===== src/rtl/rr_pkg.sv =====
// ----------------------------------------------------------------------------
// rr_pkg
// Shared types and constants for the rank remap block.
// ----------------------------------------------------------------------------
package rr_pkg;

   localparam int RR_SET_DEPTH = 64;   // default store depth
   localparam int RR_VALUE_W   = 32;   // element / result width

   typedef enum logic [2:0] {
      RR_IDLE,
      RR_FETCH,
      RR_REF,
      RR_SCAN,
      RR_EMIT
   } rr_state_type;

   // controls for the shared compare unit
   typedef struct packed {
      logic load_ref;   // capture read data as the reference element
      logic clear;      // zero the rank accumulator
      logic step;       // compare read data against reference, count if smaller
   } rr_cmp_ctl_type;

endpackage


===== src/rtl/rank_remap_top.sv =====
// ----------------------------------------------------------------------------
// rank_remap_top
// Rank transform of a set of signed 32-bit values: each element is replaced
// by the count of set elements strictly smaller than it, or kept if alone.
// ----------------------------------------------------------------------------
//
//  channel | dir | handshake             | payload
//  --------+-----+-----------------------+-------------------------------------
//  req     | in  | req_valid / req_stall | req_sample_value, req_final_item
//  rsp     | out | rsp_valid / rsp_stall | rsp_remapped_value, rsp_run_end
//
//  Load: one beat per cycle into the value RAM until the final beat.
//  Rank: per element a fetch, a reference capture, n compare steps through
//    the single RAM read port and the shared comparator, and an emit, for
//    a set of n elements; req_stall is high meanwhile.
//  Reset is synchronous: clears sequencer, element count and the output valid.
//  rsp_stall only holds the emit step; the output register keeps the beat.
//
module rank_remap_top
   import rr_pkg::*;
#(
   parameter int SET_DEPTH = RR_SET_DEPTH
) (
   input  logic                         clock,
   input  logic                         reset,
   input  logic                         req_valid,
   output logic                         req_stall,
   input  logic signed [RR_VALUE_W-1:0] req_sample_value,
   input  logic                         req_final_item,
   output logic                         rsp_valid,
   input  logic                         rsp_stall,
   output logic signed [RR_VALUE_W-1:0] rsp_remapped_value,
   output logic                         rsp_run_end
);

   localparam int ADDR_W = (SET_DEPTH > 1) ? $clog2(SET_DEPTH) : 1;
   localparam int CNT_W  = $clog2(SET_DEPTH + 1);

   rr_state_type state_ff, state_in;
   logic [CNT_W-1:0] count_ff, count_in;   // elements held; set size while ranking
   logic [CNT_W-1:0] k_ff, k_in;           // element being ranked
   logic [CNT_W-1:0] j_ff, j_in;           // next scan read address
   logic             rsp_valid_ff, rsp_valid_in;
   logic signed [RR_VALUE_W-1:0] rsp_value_ff, rsp_value_in;
   logic             rsp_end_ff, rsp_end_in;

   logic                         ram_wr_en;
   logic                         ram_rd_en;
   logic [ADDR_W-1:0]            ram_rd_addr;
   logic signed [RR_VALUE_W-1:0] ram_rd_data;

   rr_cmp_ctl_type               cmp_ctl;
   logic signed [RR_VALUE_W-1:0] ref_value;
   logic [ADDR_W-1:0]            rank;

   logic rsp_take;
   logic last_elem;

   rr_ram #(
      .Width (RR_VALUE_W),
      .Depth (SET_DEPTH)
   ) u_store (
      .clock   (clock),
      .wr_en   (ram_wr_en),
      .wr_addr (count_ff[ADDR_W-1:0]),
      .wr_data (req_sample_value),
      .rd_en   (ram_rd_en),
      .rd_addr (ram_rd_addr),
      .rd_data (ram_rd_data)
   );

   rr_cmp_unit #(
      .RankW (ADDR_W)
   ) u_cmp (
      .clock     (clock),
      .ctl       (cmp_ctl),
      .cand      (ram_rd_data),
      .ref_value (ref_value),
      .rank      (rank)
   );

   assign req_stall = (state_ff != RR_IDLE);
   assign rsp_take  = rsp_valid_ff && !rsp_stall;
   assign last_elem = ((k_ff + CNT_W'(1)) == count_ff);

   always_comb begin
      state_in     = state_ff;
      count_in     = count_ff;
      k_in         = k_ff;
      j_in         = j_ff;
      rsp_valid_in = rsp_valid_ff;
      rsp_value_in = rsp_value_ff;
      rsp_end_in   = rsp_end_ff;
      ram_wr_en    = 1'b0;
      ram_rd_en    = 1'b0;
      ram_rd_addr  = k_ff[ADDR_W-1:0];
      cmp_ctl      = '0;

      if (rsp_take) begin
         rsp_valid_in = 1'b0;
      end

      case (state_ff)
         RR_IDLE: begin
            if (req_valid) begin
               // beyond the store depth values are dropped
               if (count_ff < CNT_W'(SET_DEPTH)) begin
                  ram_wr_en = 1'b1;
                  count_in  = count_ff + CNT_W'(1);
               end
               if (req_final_item) begin
                  k_in     = '0;
                  state_in = RR_FETCH;
               end
            end
         end
         RR_FETCH: begin
            ram_rd_en   = 1'b1;
            ram_rd_addr = k_ff[ADDR_W-1:0];
            state_in    = RR_REF;
         end
         RR_REF: begin
            cmp_ctl.load_ref = 1'b1;
            cmp_ctl.clear    = 1'b1;
            ram_rd_en        = 1'b1;
            ram_rd_addr      = '0;
            j_in             = CNT_W'(1);
            state_in         = RR_SCAN;
         end
         RR_SCAN: begin
            cmp_ctl.step = 1'b1;
            if (j_ff == count_ff) begin
               state_in = RR_EMIT;
            end else begin
               ram_rd_en   = 1'b1;
               ram_rd_addr = j_ff[ADDR_W-1:0];
               j_in        = j_ff + CNT_W'(1);
            end
         end
         RR_EMIT: begin
            if (!rsp_valid_ff || rsp_take) begin
               rsp_valid_in = 1'b1;
               rsp_end_in   = last_elem;
               // single-element set passes the value through
               if (count_ff == CNT_W'(1)) begin
                  rsp_value_in = ref_value;
               end else begin
                  rsp_value_in = $signed(RR_VALUE_W'(rank));
               end
               if (last_elem) begin
                  count_in = '0;
                  state_in = RR_IDLE;
               end else begin
                  k_in     = k_ff + CNT_W'(1);
                  state_in = RR_FETCH;
               end
            end
         end
         default: begin
            state_in = RR_IDLE;
         end
      endcase
   end

   always_ff @(posedge clock) begin
      if (reset) begin
         state_ff     <= RR_IDLE;
         count_ff     <= '0;
         k_ff         <= '0;
         j_ff         <= '0;
         rsp_valid_ff <= 1'b0;
      end else begin
         state_ff     <= state_in;
         count_ff     <= count_in;
         k_ff         <= k_in;
         j_ff         <= j_in;
         rsp_valid_ff <= rsp_valid_in;
      end
      rsp_value_ff <= rsp_value_in;
      rsp_end_ff   <= rsp_end_in;
   end

   assign rsp_valid          = rsp_valid_ff;
   assign rsp_remapped_value = rsp_value_ff;
   assign rsp_run_end        = rsp_end_ff;

endmodule


===== src/rtl/rr_ram.sv =====
// ----------------------------------------------------------------------------
// rr_ram
// Generic single-write, single-read RAM with registered read data.
// ----------------------------------------------------------------------------
module rr_ram #(
   parameter int Width = 32,
   parameter int Depth = 64
) (
   input  logic                                    clock,
   input  logic                                    wr_en,
   input  logic [(Depth > 1 ? $clog2(Depth) : 1)-1:0] wr_addr,
   input  logic [Width-1:0]                        wr_data,
   input  logic                                    rd_en,
   input  logic [(Depth > 1 ? $clog2(Depth) : 1)-1:0] rd_addr,
   output logic [Width-1:0]                        rd_data
);

   logic [Width-1:0] mem_ff [Depth];
   logic [Width-1:0] rd_data_ff;

   always_ff @(posedge clock) begin
      if (wr_en) begin
         mem_ff[wr_addr] <= wr_data;
      end
      if (rd_en) begin
         rd_data_ff <= mem_ff[rd_addr];
      end
   end

   assign rd_data = rd_data_ff;

endmodule


===== src/rtl/rr_cmp_unit.sv =====
// ----------------------------------------------------------------------------
// rr_cmp_unit
// Shared signed comparator with rank accumulator; one compare per cycle.
// ----------------------------------------------------------------------------
module rr_cmp_unit
   import rr_pkg::*;
#(
   parameter int RankW = 6
) (
   input  logic                         clock,
   input  rr_cmp_ctl_type               ctl,
   input  logic signed [RR_VALUE_W-1:0] cand,
   output logic signed [RR_VALUE_W-1:0] ref_value,
   output logic [RankW-1:0]             rank
);

   logic signed [RR_VALUE_W-1:0] ref_ff;
   logic signed [RR_VALUE_W-1:0] ref_in;
   logic [RankW-1:0]             rank_ff;
   logic [RankW-1:0]             rank_in;

   always_comb begin
      ref_in  = ref_ff;
      rank_in = rank_ff;
      if (ctl.load_ref) begin
         ref_in = cand;
      end
      if (ctl.clear) begin
         rank_in = '0;
      end else if (ctl.step && (cand < ref_ff)) begin
         rank_in = rank_ff + RankW'(1);
      end
   end

   always_ff @(posedge clock) begin
      ref_ff  <= ref_in;
      rank_ff <= rank_in;
   end

   assign ref_value = ref_ff;
   assign rank      = rank_ff;

endmodule


===== config.mk =====
export PLATFORM = sky130hd
export DESIGN_NAME = rank_remap_top
export DESIGN_NICKNAME = d
export VERILOG_FILES = /design/src/rtl/rr_pkg.sv /design/src/rtl/rank_remap_top.sv /design/src/rtl/rr_ram.sv /design/src/rtl/rr_cmp_unit.sv
export SDC_FILE = /design/constraint.sdc
export NUM_CORES = 2
export LEC_CHECK = 0
export BUFFER_PORTS_ARGS = -buffer_cell sky130_fd_sc_hd__buf_2
export CAP_MARGIN = 20
export CELL_PAD_IN_SITES_DETAIL_PLACEMENT = 2
export CELL_PAD_IN_SITES_GLOBAL_PLACEMENT = 2
export CORE_ASPECT_RATIO = 1.1
export CORE_MARGIN = 10
export CORE_UTILIZATION = 41
export CTS_CLUSTER_DIAMETER = 100
export DETAILED_ROUTE_END_ITERATION = 10
export HOLD_SLACK_MARGIN = 0.05
export MAX_ROUTING_LAYER = met4
export PLACE_DENSITY_LB_ADDON = 0.12
export SETUP_SLACK_MARGIN = 0.02
export SLEW_MARGIN = 10
export SYNTH_ARGS = -nofsm -noshare
export SYNTH_HDL_FRONTEND = slang
export SYNTH_SLANG_ARGS = --single-unit

===== constraint.sdc =====
create_clock -name clock -period 3.7 [get_ports clock]
set_clock_uncertainty 0.1 [all_clocks]
set_input_delay 0.185 -clock clock [delete_from_list [all_inputs] [get_ports clock]]
set_output_delay 0.185 -clock clock [all_outputs]
set_load 0.02 [all_outputs]

Word level (Yosys, flattened, before mapping)
Memories as Yosys holds them, arrays and structs flattened. A register that Yosys moved wholly into a read port is not among the register bits.
Cells that the tools add are included.
{ "classes": {"n_addsub": 4, "order_cmp": 2, "eq_ne": 15, "muxes": 33, "reduce_logical": 15} }
{ "op_table": {"columns": ["operator", "n"], "rows": [
  ["7-bit two-way mux", 9],
  ["7-bit case mux with 2 select lines", 3],
  ["32-bit < comparator", 1],
  ["7-bit by 1-bit adder with 7-bit output, second input constant", 3],
  ["2-bit != test, second input constant", 8],
  ["3-bit case mux with 5 select lines", 1],
  ["7-bit == test", 2],
  ["3-bit two-way mux", 4],
  ["6-bit two-way mux", 2],
  ["6-bit case mux with 2 select lines", 1],
  ["1-bit two-way mux", 11],
  ["5-bit AND reduction", 2],
  ["7-bit by 1-bit == test with 1-bit output, second input constant", 1],
  ["7-bit < comparator, second input constant", 1],
  ["6-bit by 1-bit adder with 6-bit output, second input constant", 1],
  ["3-bit by 2-bit == test with 1-bit output, second input constant", 2],
  ["2-bit AND reduction", 2],
  ["4-bit AND reduction", 1],
  ["2-bit nonzero test", 2],
  ["3-bit by 1-bit == test with 1-bit output, second input constant", 1],
  ["3-bit == test, second input constant", 1],
  ["3-bit logical NOT", 1],
  ["3-bit nonzero test", 1],
  ["1-bit logical AND", 2],
  ["other kinds (5)", 6]
]} }
{ "totals": {"regBits": 96, "mem_bits_rw": 2048, "in_bits": 37, "word_cells": 80, "n_memories": 1} }
{ "mem_list": {"columns": ["memory", "words", "word_bits", "read_ports", "rd_clocked_by_memory_dff", "wr", "line_no", "source"], "rows": [
  ["u_store.mem_ff", 64, 32, 1, 1, 1, "rr_ram.sv:18", "logic [Width-1:0] mem_ff [Depth];"]
]} }

Longest topological paths before layout
{ "depth": {"word_depth": 6, "ltp_mapped": 15} }

By module
From an unflattened synthesis, not the netlist that was laid out.
{ "hier_totals": {"cells_unflattened": 3788, "area_unflattened_um2": 83971.8} }
{ "modules_own_cells": {"columns": ["mod", "instances", "cells_each", "area_per_inst_um2", "seq_area_each_um2"], "rows": [
  ["rr_ram", 1, 3324, 78835.6, 62459.9],
  ["rank_remap_top", 1, 276, 2972.9, 1491.4],
  ["rr_cmp_unit", 1, 188, 2163.3, 1081.0]
]} }

Worst setup path after synthesis
OpenSTA, ideal clock, no wires.
{ "synth_path": {"path_kind": "register -> register", "startpoint": "register count_ff[1]", "endpoint": "register u_store.rd_data_ff[0], in the netlist u_store.rd_data[0] (read register of u_store.mem_ff) (enable)", "setup_time_ps": 461, "arrival_time_ps": 3213, "setup_slack_ps": -74, "path_stages_with_launch": 7, "n_path_buf": 1, "synth_period_minus_slack_ps": 3774, "cell_sequence": "dfxtp_1 -> buf_2 -> xnor2_2 -> nand4_2 -> nor2_1 -> and3_1 -> nor3_1"} }
{ "synth_between": {"elab_chain_len": 3, "word_cells_on_any_way": 5, "classes_between": "eq/ne: 1; mux: 4"} }
{ "synth_rtl": {"columns": ["item", "line_no", "source"], "rows": [
  ["from (decl)", "rank_remap_top.sv:40", "logic [CNT_W-1:0] count_ff, count_in;"],
  ["from (signal assigned)", "rank_remap_top.sv:174", "count_ff <= count_in;"],
  ["7-bit == test", "rank_remap_top.sv:132", "if (j_ff == count_ff) begin"],
  ["1-bit two-way mux", "rank_remap_top.sv:132", null],
  ["1-bit case mux with 2 select lines", "rank_remap_top.sv:103", "case (state_ff)"],
  ["named net ram_rd_en", "rank_remap_top.sv:48", "logic ram_rd_en;"],
  ["to (decl)", "rr_ram.sv:19", "logic [Width-1:0] rd_data_ff;"]
]} }
The timed path passes the listed nets, and every way through them passes these cells.
A chain may end at the register's enable or synchronous reset.

Final worst setup path
{ "layout_path": {"startpoint": "register j_ff[6]", "endpoint": "register u_store.rd_data_ff[3], in the netlist u_store.rd_data[3] (read register of u_store.mem_ff) (data pin)"} }
{ "layout_between": {"elab_chain_len": 3, "word_cells_on_any_way": 5, "classes_between": "eq/ne: 1; mux: 4"} }
{ "layout_rtl": {"columns": ["item", "line_no", "source"], "rows": [
  ["from (decl)", "rank_remap_top.sv:42", "logic [CNT_W-1:0] j_ff, j_in;"],
  ["from (signal assigned)", "rank_remap_top.sv:176", "j_ff <= j_in;"],
  ["7-bit == test *", "rank_remap_top.sv:132", null],
  ["6-bit two-way mux / 1-bit two-way mux (equally long branches)", "rank_remap_top.sv:132", null],
  ["6-bit case mux with 2 select lines / 1-bit case mux with 2 select lines (equally long branches)", "rank_remap_top.sv:103", null]
]} }
Mark *: on every way between the ends. The rest lies on a longest branch, timed or not.

==> impl_metrics.py <==
metrics = {
    "synthesis": {
        "synthCells": 6164,
        "seq_area_frac_synth_pct": 75.90,
        "ys_types": 72,
        "yosysTopAreaCell": "edfxtp_1",
        "yosysTopAreaCellShare_pct": 75.17,
        "ys.flop_type": "edfxtp_1",
        "synth.area.top_cells": "edfxtp_1, nand2_1, nand3_1, mux2i_1, mux4_2",
        "synthMostInstantiatedCell": "edfxtp_1",
        "netlist_area_um2": 85680,
        "synth_warnings": 0,
        "async_flop_share_pct": 0,
        "ys_ff_latch": 2176,
        "syn_area_per_cell_um2": 13.90,
        "synth_common_cells": "edfxtp_1, nand2_1, nand3_1",
        "synth_edf_count": 2145,
        "syn-num-nets": 6237,
    },
    "setup_path": {
        "path_max_fanout": 19,
        "required_ns": 4.18,
        "r2r.worst_path.cells": 12,
        "r2r_slack_ns": 0.07,
        "worst_r2r_endpoint": "u_store.rd_data[3]$_DFFE_PP_",
        "cp-end-kind": "flip-flop",
        "arrival_ns": 4.11,
        "start_kind": "flip-flop",
        "reg2reg_from": "j_ff[6]$_SDFFE_PP0P_",
        "crit_type": "reg -> reg",
    },
    "detailed_routing": {
        "vias": 56310,
        "routed_wl_mm": 306.8,
        "route.detailed.drc": 0,
        "drt_pass1_iterations": 8,
        "viasPerCell": 5.924,
        "ant_nets": 0,
        "drt-wirelength-per-cell_um": 32.28,
        "drtIter0Drc": 5033,
    },
    "power_and_ir_drop": {
        "p_int_mw": 39.80,
        "power.share.clock_pct": 42.3,
        "combPwrFrac_pct": 3.7,
        "p_leak_nw": 34.51,
        "vdd_ir_drop_max_uv": 432.5,
        "switchingPower_mw": 11.41,
        "cellPowerDensity_nw_per_um2": 508.9,
        "seqPwrFrac_pct": 54.0,
        "switching_share_pct": 22.28,
    },
    "placed_design": {
        "place_congestion": 0.8247,
        "io_buffers": 71,
        "placed_area_um2": 92670,
        "dp_hpwl_mm": 185.1,
        "dpl_worst_slack_ns": -0.3170,
    },
    "final_layout": {
        "fin_nets": 6627,
        "area_growth_pct": 17.45,
        "multiInputGateArea_um2": 19600,
        "final_area_um2": 100600,
        "seq_area_um2": 65030,
        "drive_above_1_share_pct": 14.68,
        "fill_cells": 19520,
    },
    "status": {
        "status": "complete, no violations",
    },
    "global_route": {
        "grt_pass1_wl_mm": 438.9,
        "grt-ovfl-total": 0,
        "grt_util_all_layers_pct": 26.81,
        "grt_pass1_vias": 61100,
        "antenna_found_initial": 25,
        "grt_max_degree": 71,
    },
    "timing": {
        "finalCritPeriodShare_pct": 98.08,
        "period_minus_slack_ns": 3.629,
        "max_freq_mhz": 275.6,
        "worst_slack_ns": 0.07114,
        "tightest_slew_ns": 1.139,
        "setup_tns_ns": 0,
        "finalHoldViolations": 0,
        "slew_violations": 0,
        "finalSetupViolCount": 0,
        "hold_ws_ns": 0.1067,
        "slew_headroom_pct": 24.08,
        "rsz0062_at_grt": "no",
    },
    "clock_tree": {
        "cts_tree": "yes",
        "clk_path_buf_depth": 3,
        "cts_max_level": 4,
        "cts_root_buf": "clkbuf_16",
        "clock-sinks": 2176,
        "cts_made_buffers": 222,
        "clk_pin_slew_worst_paths_ns": 0.06,
        "worstSkewPairLatency_ns": 0.91,
    },
    "floorplanning": {
        "dieArea_um2": 227700,
        "io_pins": 72,
        "die_width_um": 455.9,
        "coreArea_um2": 207400,
        "start_util_pct": 41.32,
        "dieHeight_um": 499.5,
        "floorplan.rows": 175,
    },
    "hold_path": {
        "worstHoldPathCells": 2,
        "whs_endpoint": "u_store.mem_ff[50][8]$_DFFE_PP_",
        "hold_path.class": "in -> reg",
        "hp-start": "req_sample_value[8]",
    },
    "run": {
        "maxCapViolCount": 0,
    },
}
-- cell type report --
cell class / instances / area share [%]
Tap cell: 2743 / 3.410
Multi-Input combinational cell: 3562 / 19.48
Clock buffer: 297 / 5.932
Timing Repair Buffer: 550 / 5.510
Clock inverter: 119 / 0.8479
Antenna cell: 16 / 0.03979
Sequential cell: 2176 / 64.62
Inverter: 42 / 0.1567
-- power by group through the flow --
| stage | combinational, mW | sequential (mW) | clock, mW |
|---|---|---|---|
| after floorplan | 0.706 | 28.0 | 0 |
| after global placement | 1.73 | 28.2 | 0 |
| after detailed placement | 1.81 | 28.2 | 0 |
| after CTS | 1.87 | 27.7 | 22.0 |
| after global routing | 2.05 | 27.7 | 22.9 |
| final | 1.90 | 27.7 | 21.6 |
-- worst max-delay path by stage --
stage | start | end | slack, ns | cells after the start
2_1_floorplan | count_ff[6]$_SDFFE_PP0P_ | u_store.mem_ff[56][0]$_DFFE_PP_ | 0.32 | 4
5_1_grt | j_ff[6]$_SDFFE_PP0P_ | u_store.rd_data[31]$_DFFE_PP_ | 0.0002 | 13
6_report | j_ff[6]$_SDFFE_PP0P_ | u_store.rd_data[3]$_DFFE_PP_ | 0.07 | 12
3_3_place_gp | count_ff[0]$_SDFFE_PP0P_ | u_store.rd_data[16]$_DFFE_PP_ | -0.30 | 12
4_1_cts | count_ff[2]$_SDFFE_PP0P_ | u_store.rd_data[22]$_DFFE_PP_ | 0.03 | 11
3_5_place_dp | j_ff[2]$_SDFFE_PP0P_ | u_store.rd_data[16]$_DFFE_PP_ | -0.32 | 12
-- metrics by stage --
step                utilization, %  cells  total power [mW]
finish                       48.53   9505             51.21
global route                 48.52   9493             52.63
CTS                          48.23   9467             51.52
detailed placement           44.69   9007             30.00
global placement             44.69   9007             29.90
floorplan                        -   6164             28.69
-- state kept, by name, indices dropped and copies added (netlist names) --
register	cells
count_ff	7
j_ff	7
k_ff	7
rsp_remapped_value	32
rsp_run_end	1
rsp_valid	1
state_ff	3
u_cmp.rank	6
u_cmp.ref_value	32
u_store.mem_ff	2048
u_store.rd_data	32
-- routing by layer --
layer | vias up | track usage, % | routed length, µm
met1 | 30480 | 34.41 | 129400
met4 | 0 | 6.899 | 7541
met3 | 453 | 2.887 | 13920
met5 | - | - | 0
met2 | 1629 | 45.64 | 156000
li1 | 23740 | - | -
-- worst max-delay path, stage by stage (launching register included) --
cell	delay, ns
dfxtp_1	0.35
xnor2_2	0.25
and4_1	0.31
a21boi_2	0.14
buf_4	0.19
o21ai_4	0.31
buf_12	0.27
buf_4	0.22
mux4_2	0.31
o211ai_1	0.28
and4_1	0.32
buf_12	0.14
nand3_1	0.09
-- timing repair --
item,4_1_cts,5_1_grt
endpoints found under the setup margin,14,33
pin swaps,2,11
hold buffers,39,0
buffers inserted,5,11
gates cloned,0,6
gates resized for setup,14,46
hold endpoints to repair,1575,0
-- cells in the final DEF, fill, tap and decap left out, drive strengths merged, types with 22 or more instances in the layout --
master / count
clkbuf: 301
o211ai: 34
nand3: 766
o22ai: 47
nor2: 114
nand4: 75
and3: 22
dfxtp: 31
a21oi: 146
a311oi: 27
a32oi: 90
dlygate4sd3: 39
inv: 49
ha: 36
edfxtp: 2145
mux4: 41
buf: 507
a31oi: 72
mux2i: 130
or4: 22
nand2: 1726
nor4: 30
clkinv: 103
-- cell families after synthesis --
| group | count (synthesis) | synth area share (%) |
|---|---|---|
| buffers and inverters | 428 | 2.296 |
| adders and majority gates | 36 | 0.5257 |
| DFF | 2176 | 75.90 |
| xor gates and xnor gates | 26 | 0.3242 |
| muxes | 181 | 2.732 |
| AOI/OAI and AO/OA | 515 | 4.160 |
| and+or+nand+nor | 2802 | 14.06 |
(Power assumes the default switching activity.)
